[config.mk]
export PLATFORM = sky130hd
export DESIGN_NAME = pipeline_hazard_forward_unit
export DESIGN_NICKNAME = d
export VERILOG_FILES = /design/src/hdl/pfu_pkg.sv /design/src/hdl/pipeline_hazard_forward_unit.sv /design/src/hdl/pfu_fwd_sel.sv
export SDC_FILE = /design/constraint.sdc
export NUM_CORES = 1
export LEC_CHECK = 0
export ABC_AREA = 1
export BUFFER_PORTS_ARGS = -buffer_cell sky130_fd_sc_hd__buf_2
export CORE_MARGIN = 10
export CORE_UTILIZATION = 53
export DETAILED_ROUTE_END_ITERATION = 6
export GPL_TIMING_DRIVEN = 0
export PLACE_DENSITY_LB_ADDON = 0.05
export RECOVER_POWER = 25
export SYNTH_ARGS = -nofsm -noshare
export SYNTH_HDL_FRONTEND = slang
export SYNTH_SLANG_ARGS = --single-unit
[constraint.sdc]
create_clock -name clk -period 2 [get_ports clk]
set_input_delay 0.1 -clock clk [delete_from_list [all_inputs] [get_ports clk]]
set_output_delay 0.1 -clock clk [all_outputs]
set_load 0.005 [all_outputs]
[src/hdl/pfu_pkg.sv]
// ----------------------------------------------------------------------------
// pfu_pkg
// Types and codes shared by the forwarding and hazard unit.
// ----------------------------------------------------------------------------
package pfu_pkg;

    localparam int SRC_W   = 5;
    localparam int STAGE_N = 5;

    localparam int ST_FETCH  = 0;
    localparam int ST_DECODE = 1;
    localparam int ST_EXEC   = 2;
    localparam int ST_MEM    = 3;
    localparam int ST_WB     = 4;

    localparam logic [STAGE_N-1:0] STAGE_EMPTY_RST = 5'b11110;

    typedef enum logic [1:0] {
        KIND_TWO  = 2'd0,
        KIND_ONE  = 2'd1,
        KIND_NONE = 2'd2,
        KIND_RSVD = 2'd3
    } kind_t;

    typedef enum logic [1:0] {
        WB_LOAD = 2'd0,
        WB_ALU  = 2'd1,
        WB_PC4  = 2'd2,
        WB_NONE = 2'd3
    } wb_src_t;

    typedef enum logic [2:0] {
        FWD_REG      = 3'd0,
        FWD_WB       = 3'd1,
        FWD_MEM_LOAD = 3'd2,
        FWD_MEM_ALU  = 3'd3,
        FWD_MEM_PC4  = 3'd4,
        FWD_EXE_ALU  = 3'd5,
        FWD_EXE_PC4  = 3'd6
    } fwd_sel_t;

    // producer view of execute, memory and writeback
    typedef struct packed {
        logic [SRC_W-1:0] exec_dest;
        wb_src_t          exec_src;
        logic             exec_live;
        logic [SRC_W-1:0] mem_dest;
        wb_src_t          mem_src;
        logic             mem_live;
        logic [SRC_W-1:0] wb_dest;
        logic             wb_live;
    } pfu_prod_t;

endpackage

[src/hdl/pipeline_hazard_forward_unit.sv]
// ----------------------------------------------------------------------------
// pipeline_hazard_forward_unit
// Forwarding selects, load-use stall, redirect flush and bubble tracking.
// ----------------------------------------------------------------------------
// Each input word is held in the input register, and its result word is then captured in the output register.
// Throughput: 1 word per cycle unless m_axis_tready stalls; input register -> select logic -> output reg.
// Output register backpressure propagates combinationally to s_axis_tready.
// Reset: bubble bits go to 5'b11110 (all but fetch empty), both regs empty.
module pipeline_hazard_forward_unit #(
    parameter int REG_COUNT = 32
) (
    input  logic        clk,
    input  logic        rst_n,
    input  logic        s_axis_tvalid,
    output logic        s_axis_tready,
    // decode_src_a, decode_src_b, exec_dest, exec_wb_source, mem_dest,
    // mem_wb_source, wb_dest, wb_writes, redirect, zero pad
    input  logic [31:0] s_axis_tdata,
    // decode_kind
    input  logic [1:0]  s_axis_tuser,
    output logic        m_axis_tvalid,
    input  logic        m_axis_tready,
    // forward_a, forward_b, stall_front, flush_front, stage_empty_next,
    // retired, zero pad
    output logic [15:0] m_axis_tdata
);
    import pfu_pkg::*;

    logic                in_valid_reg;
    logic [31:0]         in_data_reg;
    kind_t               in_kind_reg;
    logic                out_valid_reg;
    logic [15:0]         out_data_reg;
    logic [STAGE_N-1:0]  empty_reg;
    logic [STAGE_N-1:0]  empty_next;

    logic                advance;
    logic                out_free;
    pfu_prod_t           prod;
    fwd_sel_t            sel_a;
    fwd_sel_t            sel_b;
    logic                haz_a;
    logic                haz_b;
    logic                use_a;
    logic                use_b;
    logic                stall;
    logic                flush;
    logic                retired;
    logic [STAGE_N-1:0]  empty_fl;
    logic [15:0]         out_data_next;

    assign out_free      = !out_valid_reg || m_axis_tready;
    assign advance       = in_valid_reg && out_free;
    assign s_axis_tready = !in_valid_reg || out_free;

    assign prod.exec_dest = in_data_reg[14:10];
    assign prod.exec_src  = wb_src_t'(in_data_reg[16:15]);
    assign prod.exec_live = !empty_reg[ST_EXEC];
    assign prod.mem_dest  = in_data_reg[21:17];
    assign prod.mem_src   = wb_src_t'(in_data_reg[23:22]);
    assign prod.mem_live  = !empty_reg[ST_MEM];
    assign prod.wb_dest   = in_data_reg[28:24];
    assign prod.wb_live   = !empty_reg[ST_WB] && in_data_reg[29];

    assign use_a = in_kind_reg inside {KIND_TWO, KIND_ONE};
    assign use_b = (in_kind_reg == KIND_TWO);

    pfu_fwd_sel #(.REG_COUNT(REG_COUNT)) u_sel_a (
        .en     (use_a),
        .src    (in_data_reg[4:0]),
        .prod   (prod),
        .sel    (sel_a),
        .hazard (haz_a)
    );

    pfu_fwd_sel #(.REG_COUNT(REG_COUNT)) u_sel_b (
        .en     (use_b),
        .src    (in_data_reg[9:5]),
        .prod   (prod),
        .sel    (sel_b),
        .hazard (haz_b)
    );

    assign stall    = haz_a || haz_b;
    assign flush    = in_data_reg[30] && !empty_reg[ST_EXEC];
    assign retired  = !empty_reg[ST_WB];
    assign empty_fl = flush ? (empty_reg | 5'b00011) : empty_reg;

    always_comb
    begin
        if (stall)
        begin
            empty_next = {empty_fl[ST_MEM], empty_fl[ST_EXEC], 1'b1,
                          empty_fl[ST_DECODE], empty_fl[ST_FETCH]};
        end
        else
        begin
            empty_next = {empty_fl[3:0], 1'b0};
        end
    end

    assign out_data_next = {2'b00, retired, empty_next, flush, stall, sel_b, sel_a};

    always_ff @(posedge clk or negedge rst_n)
    begin
        if (!rst_n)
        begin
            in_valid_reg  <= 1'b0;
            out_valid_reg <= 1'b0;
            empty_reg     <= STAGE_EMPTY_RST;
        end
        else
        begin
            if (s_axis_tready)
            begin
                in_valid_reg <= s_axis_tvalid;
            end
            if (out_free)
            begin
                out_valid_reg <= advance;
            end
            if (advance)
            begin
                empty_reg <= empty_next;
            end
        end
    end

    always_ff @(posedge clk)
    begin
        if (s_axis_tvalid && s_axis_tready)
        begin
            in_data_reg <= s_axis_tdata;
            in_kind_reg <= kind_t'(s_axis_tuser);
        end
        if (advance)
        begin
            out_data_reg <= out_data_next;
        end
    end

    assign m_axis_tvalid = out_valid_reg;
    assign m_axis_tdata  = out_data_reg;

endmodule

[src/hdl/pfu_fwd_sel.sv]
// ----------------------------------------------------------------------------
// pfu_fwd_sel
// Forwarding select and load-use detect for one source operand.
// ----------------------------------------------------------------------------
module pfu_fwd_sel #(
    parameter int REG_COUNT = 32
) (
    input  logic                     en,
    input  logic [pfu_pkg::SRC_W-1:0] src,
    input  pfu_pkg::pfu_prod_t       prod,
    output pfu_pkg::fwd_sel_t        sel,
    output logic                     hazard
);
    import pfu_pkg::*;

    logic usable;

    assign usable = en && (src != '0) && (int'(src) < REG_COUNT);

    always_comb
    begin
        sel    = FWD_REG;
        hazard = 1'b0;
        if (prod.wb_live && prod.wb_dest == src)
        begin
            sel = FWD_WB;
        end
        if (prod.mem_live && prod.mem_dest == src)
        begin
            case (prod.mem_src)
                WB_LOAD: sel = FWD_MEM_LOAD;
                WB_ALU:  sel = FWD_MEM_ALU;
                WB_PC4:  sel = FWD_MEM_PC4;
                default: sel = sel;
            endcase
        end
        if (prod.exec_live && prod.exec_dest == src)
        begin
            case (prod.exec_src)
                WB_LOAD: hazard = 1'b1;
                WB_ALU:  sel = FWD_EXE_ALU;
                WB_PC4:  sel = FWD_EXE_PC4;
                default: sel = sel;
            endcase
        end
        if (!usable)
        begin
            sel    = FWD_REG;
            hazard = 1'b0;
        end
    end

endmodule

==> metrics, run 1 <==
Die Wd=88.90 microns; H-Tree Depth=2; most frequent cells in the layout=57 x nand2_1, 51 x buf_2, 47 x edfxtp_1; fmax=0.5816 GHz; kind of critical path=reg2reg; max FFs per register=31; Buf+Inv Stages, Crit Path=1; library cells used by synthesis=25; initial antenna violation count=0; Final period util=0.8597; slowest CP cell=clkinvlp_4; grt ovf=0; Avg WL per Cell=14.23 microns; Seq cells post-synth=54; drt pass-1 iters=4; DRC=0; Post-Synthesis Cell Area=2516 sq um; CP peak stage delay=0.57 ns; layout cells sized above 1=0.2463; CP top delay family=buffers and inverters; final hold violation count=0; Max Buffers Root-to-Sink=2; Hold WC Path Type=in2reg; design area=3333 sq um; Yosys warning total=0; register area=1592 sq um; total track usage=0.1528; Post-synth EDFFs=47; Layout area overhead=32.47%; FFs w/ async S/R, synth=0.1296; CP endpoint kind=register; Slew Limit Fails=0; Placed Area=2848 sq um; TritonCTS Buffers=5; CTS tree=yes; die height=88.90 microns; antenna diode count=0; status=complete, no violations; ys flop type=edfxtp_1; nets@finish=381; area of the core=4661 sq um; first-pass GRT wire length=9.232 mm; final setup TNS=0 ns; critical path cell sequence=nand3_1 -> nand2_1 -> clkinvlp_4; syn avg cell area=10.23 sq um; vias in the first global route=1971; DR vias/cell=4.896; final worst slack=0.2805 ns; DRT antenna net count=0; crit path DAT=1.56 ns; non-filler cells, final=395; post-layout util=0.7152; Required @ worst endpoint=1.84 ns; Clock Latency Late Sink=0.30 ns; crit-path max FO=33; max_slew headroom=0.5410; Max Cap Viol=0; Die ar.=7903 sq um; final setup vio count=0; Cells after DPL=353; Initial Util=0.5399; commonest non-fill, non-tap cell in the layout=nand2_1; root buffer cell=clkbuf_8; placer congestion estimate=0.9016; initial drt markers=106; Core Rows=25; RSZ-0062 raised after global routing=false; clk_skew=0.009259 ns; total power per unit cell area=872.0 nW/um^2; total number of vias=1934; PortBufs=52; fill cell count=368; Cells after Synth=246; CTS sink cnt=54; Place WS=0.08045 ns; Worst-path clk slew=0.09 ns; Worst-Margin Slew=0.6870 ns; sequential area share after synthesis=0.6325; post-DP HPWL=4.040 mm; crit start category=register; I/O pin count=56; min Tclk post-route=1.719 ns; Multi-input gate area=770.7 sq um; total power=2.907 mW; Worst VDD drop=0.4918 mV; final WL=5.619 mm; Hold Slack=0.07392 ns; largest net degree at the start of global routing=34; leak pwr=1.502 nW
==> Yosys cell counts, drive strengths merged, types with 2 or more instances <==
library cell   n  share of area
nand3         14          0.032
nor2          26          0.050
a21oi          9          0.019
inv           38          0.057
nand4         11          0.027
xor2           5          0.017
buf            2         0.0060
dfstp          4          0.042
ha             3          0.015
o21a           2         0.0060
edfxtp        47           0.56
nand2         62          0.097
o21ai         16          0.032
dfrtp          3          0.030
==> worst min-delay path: stages <==
cell and delay, ns:
buf_2 0.08, inv_1 0.04, nand2_1 0.07, nand2_1 0.05
==> path summary, 6_finish.rpt <==
kind                                from              to  slack, ns  cells past startpoint
max in group asynchronous          rst_n    empty_reg[4]       1.46                      2
min                        m_axis_tready   m_axis_tvalid       0.07                      4
max reg2reg                m_axis_tvalid  in_kind_reg[0]       0.28                      3
min in group asynchronous          rst_n    empty_reg[0]       0.22                      2
max                        m_axis_tvalid  in_kind_reg[0]       0.28                      3
min reg2reg                 empty_reg[1]    empty_reg[1]       0.48                      2
==> routing by layer <==
layer / vias up / GRT usage / wire, microns
met5: - / 0 / 0
met4: 0 / 0.04405 / 60
met3: 8 / 0.04102 / 344
met2: 52 / 0.2640 / 2817
met1: 874 / 0.1817 / 2396
li1: 1000 / - / -
==> timing repair <==
| action | in CTS | in global routing |
|---|---|---|
| hold endpoints to repair | 40 | 0 |
| setup endpoints to repair | 0 | 33 |
| setup buffers | 0 | 0 |
| resized for setup | 0 | 1 |
| hold buffers | 34 | 0 |
==> layout make-up <==
cell class / count / area share
Clock buffer: 6 / 0.02477
Timing Repair Buffer: 86 / 0.1798
Clock inverter: 2 / 0.01802
Inverter: 38 / 0.04392
Tap cell: 54 / 0.02027
Multi-Input combinational cell: 153 / 0.2312
Sequential cell: 54 / 0.4775
Buffer: 2 / 0.004505
==> where the power goes <==
part	switching (mW)	internal, mW
Clock	0.332	0.533
Combinational	0.297	0.213
Sequential	0.0949	1.44
==> cells by family after synthesis <==
family,count (synthesis),synth area share
adder cells (fa/ha/maj),3,0.01492
flip-flops,54,0.6325
buffers and inverters,40,0.06265
other,1,0.001490
AO/OA/AOI/OAI,27,0.05719
AND/OR/NAND/NOR,116,0.2138
XOR/XNOR,5,0.01740
Power figures use the tool's default switching activity.
==> inputs of run 2 (changes only) <==
--- a/config.mk
+++ b/config.mk
@@ -11,7 +11,7 @@
 export CORE_UTILIZATION = 53
 export DETAILED_ROUTE_END_ITERATION = 6
 export GPL_TIMING_DRIVEN = 0
-export PLACE_DENSITY_LB_ADDON = 0.05
+export PLACE_DENSITY_LB_ADDON = 0.1
 export RECOVER_POWER = 25
 export SYNTH_ARGS = -nofsm -noshare
 export SYNTH_HDL_FRONTEND = slang
==> metrics, run 2 (same netlist as run 1, synthesis figures left out) <==
status=complete, no violations; Combinational Power Share=0.196 (+0.020); register area=1592 sq um (unchanged); Placed Area=2848 sq um (unchanged); H-Tree Depth=2 (unchanged); CP top delay family=buffers and inverters; crit-path max FO=33 (unchanged); max_slew headroom=0.5502 (+0.009229); first-pass GRT wire length=8.818 mm (-4.5%); Die ar.=7903 sq um (unchanged); Setup Buffers After CTS=0 (unchanged); total number of vias=1931 (-0.16%); min Tclk post-route=1.689 ns (-0.03000 ns); Max Buffers Root-to-Sink=2 (unchanged); Initial Util=0.5399 (unchanged); switching share of power=0.2781 (+0.02898); Int Power=1.890 mW (-13%); CP endpoint kind=register; Clk pwr share=0.220 (-0.078); Avg WL per Cell=14.25 microns (+0.20%); Required @ worst endpoint=1.85 ns (about the same); Worst-path clk slew=0.09 ns (about the same); Core Rows=25 (unchanged); slowest CP cell=clkinvlp_4; final setup vio count=0 (unchanged); Hold WC Path Type=in2reg; Die Wd=88.90 microns (unchanged); initial antenna violation count=0 (unchanged); commonest non-fill, non-tap cell in the layout=nand2_1; kind of critical path=reg2reg; final WL=5.630 mm (+0.20%); antenna diode count=0 (unchanged); total track usage=0.1458 (-0.006954); Final period util=0.8447 (-0.01500); Multi-input gate area=770.7 sq um (unchanged); max FFs per register=31 (unchanged); most frequent cells in the layout=57 x nand2_1, 51 x buf_2, 47 x edfxtp_1; CP peak stage delay=0.56 ns (about the same); final setup TNS=0 ns (unchanged); part of the power in registers=0.583 (+0.056); RSZ-0062 raised after global routing=false; DRC=0 (unchanged); final hold violation count=0 (unchanged); Worst VDD drop=0.5759 mV (+17%); I/O pin count=56 (unchanged); DRT antenna net count=0 (unchanged); drt pass-1 iters=4 (unchanged); critical path cell sequence=nand3_1 -> nand2_1 -> clkinvlp_4; largest net degree at the start of global routing=34 (unchanged); die height=88.90 microns (unchanged); post-layout util=0.7023 (-0.01289); CTS sink cnt=54 (unchanged); leak pwr=1.475 nW (-1.8%); Clock Latency Late Sink=0.30 ns (about the same); TritonCTS Buffers=5 (unchanged); fill cell count=369 (+0.27%); crit path launch=m_axis_tvalid; crit path DAT=1.54 ns (-0.02 ns); PortBufs=52 (unchanged); RR Startpoint=m_axis_tvalid; post-DP HPWL=4.042 mm (about the same); Max Cap Viol=0 (unchanged); total power per unit cell area=799.8 nW/um^2 (-8.3%); vias in the first global route=1905 (-3.3%); layout cells sized above 1=0.2405 (-0.005865); clk_skew=0.005906 ns (-0.003353 ns); root buffer cell=clkbuf_8; Buf+Inv Stages, Crit Path=1 (unchanged); design area=3273 sq um (-1.8%); area of the core=4661 sq um (unchanged); Worst-Margin Slew=0.6732 ns (-0.01382 ns); DR vias/cell=4.889 (-0.16%); grt ovf=0 (unchanged); fmax=0.5919 GHz (+1.8%); CTS tree=yes; nets@finish=381 (unchanged); initial drt markers=74 (-30%); crit start category=register; Slew Limit Fails=0 (unchanged); placer congestion estimate=0.9266 (+2.8%); hold wc startpoint=s_axis_tvalid; Switch Pwr=0.7279 mW (+0.54%); Layout area overhead=30.08%
-- run 2: final timing paths --
path	end	slack (ns)	cells after the start
worst min-delay path	in_valid_reg	0.06	3
max in group asynchronous	empty_reg[4]	1.48	2
worst min register to register	empty_reg[1]	0.48	2
worst max-delay path	in_data_reg[4]	0.31	3
min in group asynchronous	empty_reg[0]	0.21	2
worst max register to register	in_data_reg[4]	0.31	3
-- run 2: power by group through the flow --
| stage | Combinational [mW] | Clock [mW] | Sequential (mW) |
|---|---|---|---|
| finish | 0.514 | 0.576 | 1.53 |
| CTS | 0.518 | 0.590 | 1.53 |
| global placement | 0.453 | 0 | 1.55 |
| global route | 0.580 | 0.633 | 1.55 |
| floorplan | 0.286 | 0 | 1.54 |
| detailed placement | 0.465 | 0 | 1.56 |
-- run 2: cell type report --
type,count,area share
clock inverters,2,0.003058
multi-input cells,153,0.2355
repair buffers,86,0.1831
well taps,54,0.02064
flip-flops and latches,54,0.4862
inverters,38,0.04472
clock buffers,6,0.02217
plain buffers,2,0.004587
-- run 2: metrics by stage --
| step | power, mW | std cells | worst slack [ns] | hold slack (ns) |
|---|---|---|---|---|
| 5_1_grt | 2.762 | 395 | 0.1397 | 0.08024 |
| 2_1_floorplan | 1.825 | 247 | 0.3522 | -0.1956 |
| 3_5_place_dp | 2.022 | 353 | 0.06527 | -0.06075 |
| 4_1_cts | 2.638 | 395 | 0.04996 | 0.005504 |
| 3_3_place_gp | 2.003 | 353 | 0.1352 | -0.06163 |
| 6_report | 2.618 | 395 | 0.3105 | 0.06178 |
-- run 2: metal layers --
metal,share of wire,global-route usage,up-vias
met4,0.011,0.03524,0
met3,0.068,0.04649,7
li1,-,-,998
met2,0.48,0.2467,56
met5,0,0,-
met1,0.44,0.1760,870
-- run 2: repair_timing --
action,4_1_cts,5_1_grt
setup endpoints to repair,0,33
resized for setup,0,1
hold buffers,34,0
endpoints found under the hold margin,40,0
-- run 2: worst register-to-register path: stages (launching register included) --
cell	delay [ns]
dfrtp_1	0.38
nand3_1	0.13
nand2_1	0.15
clkinvlp_4	0.56
==> inputs of run 3 (changes only) <==
==> constraint.sdc (replaced) <==
create_clock -name clk -period 1.6 [get_ports clk]
set_input_delay 0.08 -clock clk [delete_from_list [all_inputs] [get_ports clk]]
set_output_delay 0.08 -clock clk [all_outputs]
set_load 0.005 [all_outputs]
==> metrics, run 3 (same netlist as run 1, synthesis figures left out) <==
status=complete, no violations; DR vias/cell=4.830 (-1.2%); final hold violation count=0 (unchanged); root buffer cell=clkbuf_8; initial antenna violation count=0 (unchanged); I/O pin count=56 (unchanged); Final period util=0.9848 (+0.1401); Avg WL per Cell=13.92 microns (-2.3%); CTS sink cnt=54 (unchanged); TritonCTS Buffers=5 (unchanged); commonest non-fill, non-tap cell in the layout=nand2_1; nets@finish=391 (+2.6%); final setup vio count=0 (unchanged); Die ar.=7903 sq um (unchanged); grt ovf=0 (unchanged); Clock Latency Late Sink=0.30 ns (about the same); RSZ-0062 raised after global routing=true; Worst-path clk slew=0.09 ns (about the same); total number of vias=1956 (+1.3%); crit path launch=in_data_reg[7]; Max Cap Viol=0 (unchanged); antenna diode count=0 (unchanged); CP endpoint kind=register; total track usage=0.1511 (+0.005262); fill cell count=331 (-10%); Hold WC Path Type=in2reg; Required @ worst endpoint=1.67 ns (-0.18 ns); PortBufs=52 (unchanged); Max Buffers Root-to-Sink=2 (unchanged); crit path DAT=1.64 ns (+0.10 ns); post-DP HPWL=3.987 mm (-1.4%); fmax=0.6346 GHz (+7.2%); Die Wd=88.90 microns (unchanged); area of the core=4661 sq um (unchanged); total power per unit cell area=990.7 nW/um^2 (+24%); first-pass GRT wire length=9.218 mm (+4.5%); clk_skew=0.006980 ns (+0.001074 ns); vias in the first global route=1982 (+4.0%); min Tclk post-route=1.576 ns (-0.1138 ns); die height=88.90 microns (unchanged); Worst VDD drop=0.6099 mV (+5.9%); DRC=0 (unchanged); DRT antenna net count=0 (unchanged); final worst slack=0.02429 ns (-0.2862 ns); initial drt markers=82 (+11%); CTS tree=yes; most frequent cells in the layout=54 x nand2_1, 51 x buf_2, 47 x edfxtp_1; crit-path max FO=3 (-91%); Layout area overhead=35.85%; Core Rows=25 (unchanged); worst r2r path cells=8 (+5); Initial Util=0.5399 (unchanged); kind of critical path=reg2reg; non-filler cells, final=405 (+2.5%); layout cells sized above 1=0.3162 (+0.07577); H-Tree Depth=2 (unchanged); Place WS=-0.07539 ns (-0.1407 ns); RR Startpoint=in_data_reg[7]; Cells after DPL=353 (unchanged); crit start category=register; r2r setup slk=0.02 ns (-0.29 ns); largest net degree at the start of global routing=19 (-44%); drt pass-1 iters=4 (unchanged); Setup crit end=m_axis_tdata[9]; FF-to-FF End=m_axis_tdata[9]; final WL=5.637 mm (+0.12%); placer congestion estimate=0.9096 (-1.8%); leak pwr=1.522 nW (+3.1%); max FFs per register=31 (unchanged); Slew Limit Fails=0 (unchanged)
==> run 3: layout make-up <==
type / count / area, sq um / area share
flip-flops and latches: 54 / 1592 / 0.4656
multi-input cells: 153 / 815.8 / 0.2387
repair buffers: 95 / 679.4 / 0.1988
inverters: 38 / 150.1 / 0.04392
clock buffers: 7 / 86.33 / 0.02526
well taps: 54 / 67.56 / 0.01977
plain buffers: 2 / 15.01 / 0.004392
repair inverters: 1 / 7.507 / 0.002196
clock inverters: 1 / 5.005 / 0.001464
==> run 3: worst min-delay path by stage <==
| stage | start | endpoint | cells after the start | slack, ns |
|---|---|---|---|---|
| floorplan | rst_n | empty_reg[0] | 0 | -0.22 |
| global placement | rst_n | empty_reg[0] | 1 | -0.07 |
| detailed placement | rst_n | empty_reg[0] | 1 | -0.08 |
| CTS | m_axis_tready | m_axis_tvalid | 4 | 0.06 |
| global route | m_axis_tready | m_axis_tvalid | 4 | 0.11 |
| finish | m_axis_tready | m_axis_tvalid | 4 | 0.05 |
==> run 3: per-layer routing <==
metal | global-route usage | wire [microns] | vias up
li1 | - | - | 1021
met1 | 0.1825 | 2490 | 885
met2 | 0.2606 | 2829 | 48
met3 | 0.03920 | 287 | 2
met4 | 0.03965 | 29 | 0
met5 | 0 | 0 | -
==> run 3: what timing repair did <==
item | CTS | global route
setup buffers | 0 | 9
hold buffers | 34 | 0
cloned | 1 | 0
pin swaps | 0 | 12
setup endpoints to repair | 46 | 22
endpoints found under the hold margin | 40 | 0
resized for setup | 2 | 18
==> run 3: critical path: stages (launching register included) <==
cell and delay, ns:
edfxtp_1 0.43, buf_4 0.17, nor2_1 0.09, nand3_1 0.09, nand2_2 0.10, inv_1 0.08, nand4_1 0.13, nand3_2 0.09
and2_1 0.16
==> run 3: report_power, final <==
| group | internal [mW] | switching (mW) | leakage, nW |
|---|---|---|---|
| Sequential | 1.79 | 0.113 | 0.536 |
| Combinational | 0.314 | 0.407 | 0.938 |
| Clock | 0.350 | 0.410 | 0.0482 |
==> run 3: metrics by stage <==
stage | power [mW] | hold slack [ns] | instance area [sq um] | TNS, ns | utilization
after floorplan | 2.282 | -0.2156 | 2524 | 0 | -
after global placement | 2.503 | -0.07441 | 2851 | -1.538 | 0.6118
after detailed placement | 2.521 | -0.08049 | 2851 | -2.430 | 0.6118
after CTS | 3.344 | 0.05544 | 3294 | 0 | 0.7068
after global routing | 3.578 | 0.1110 | 3418 | -0.1446 | 0.7334
final | 3.386 | 0.05443 | 3418 | 0 | 0.7334
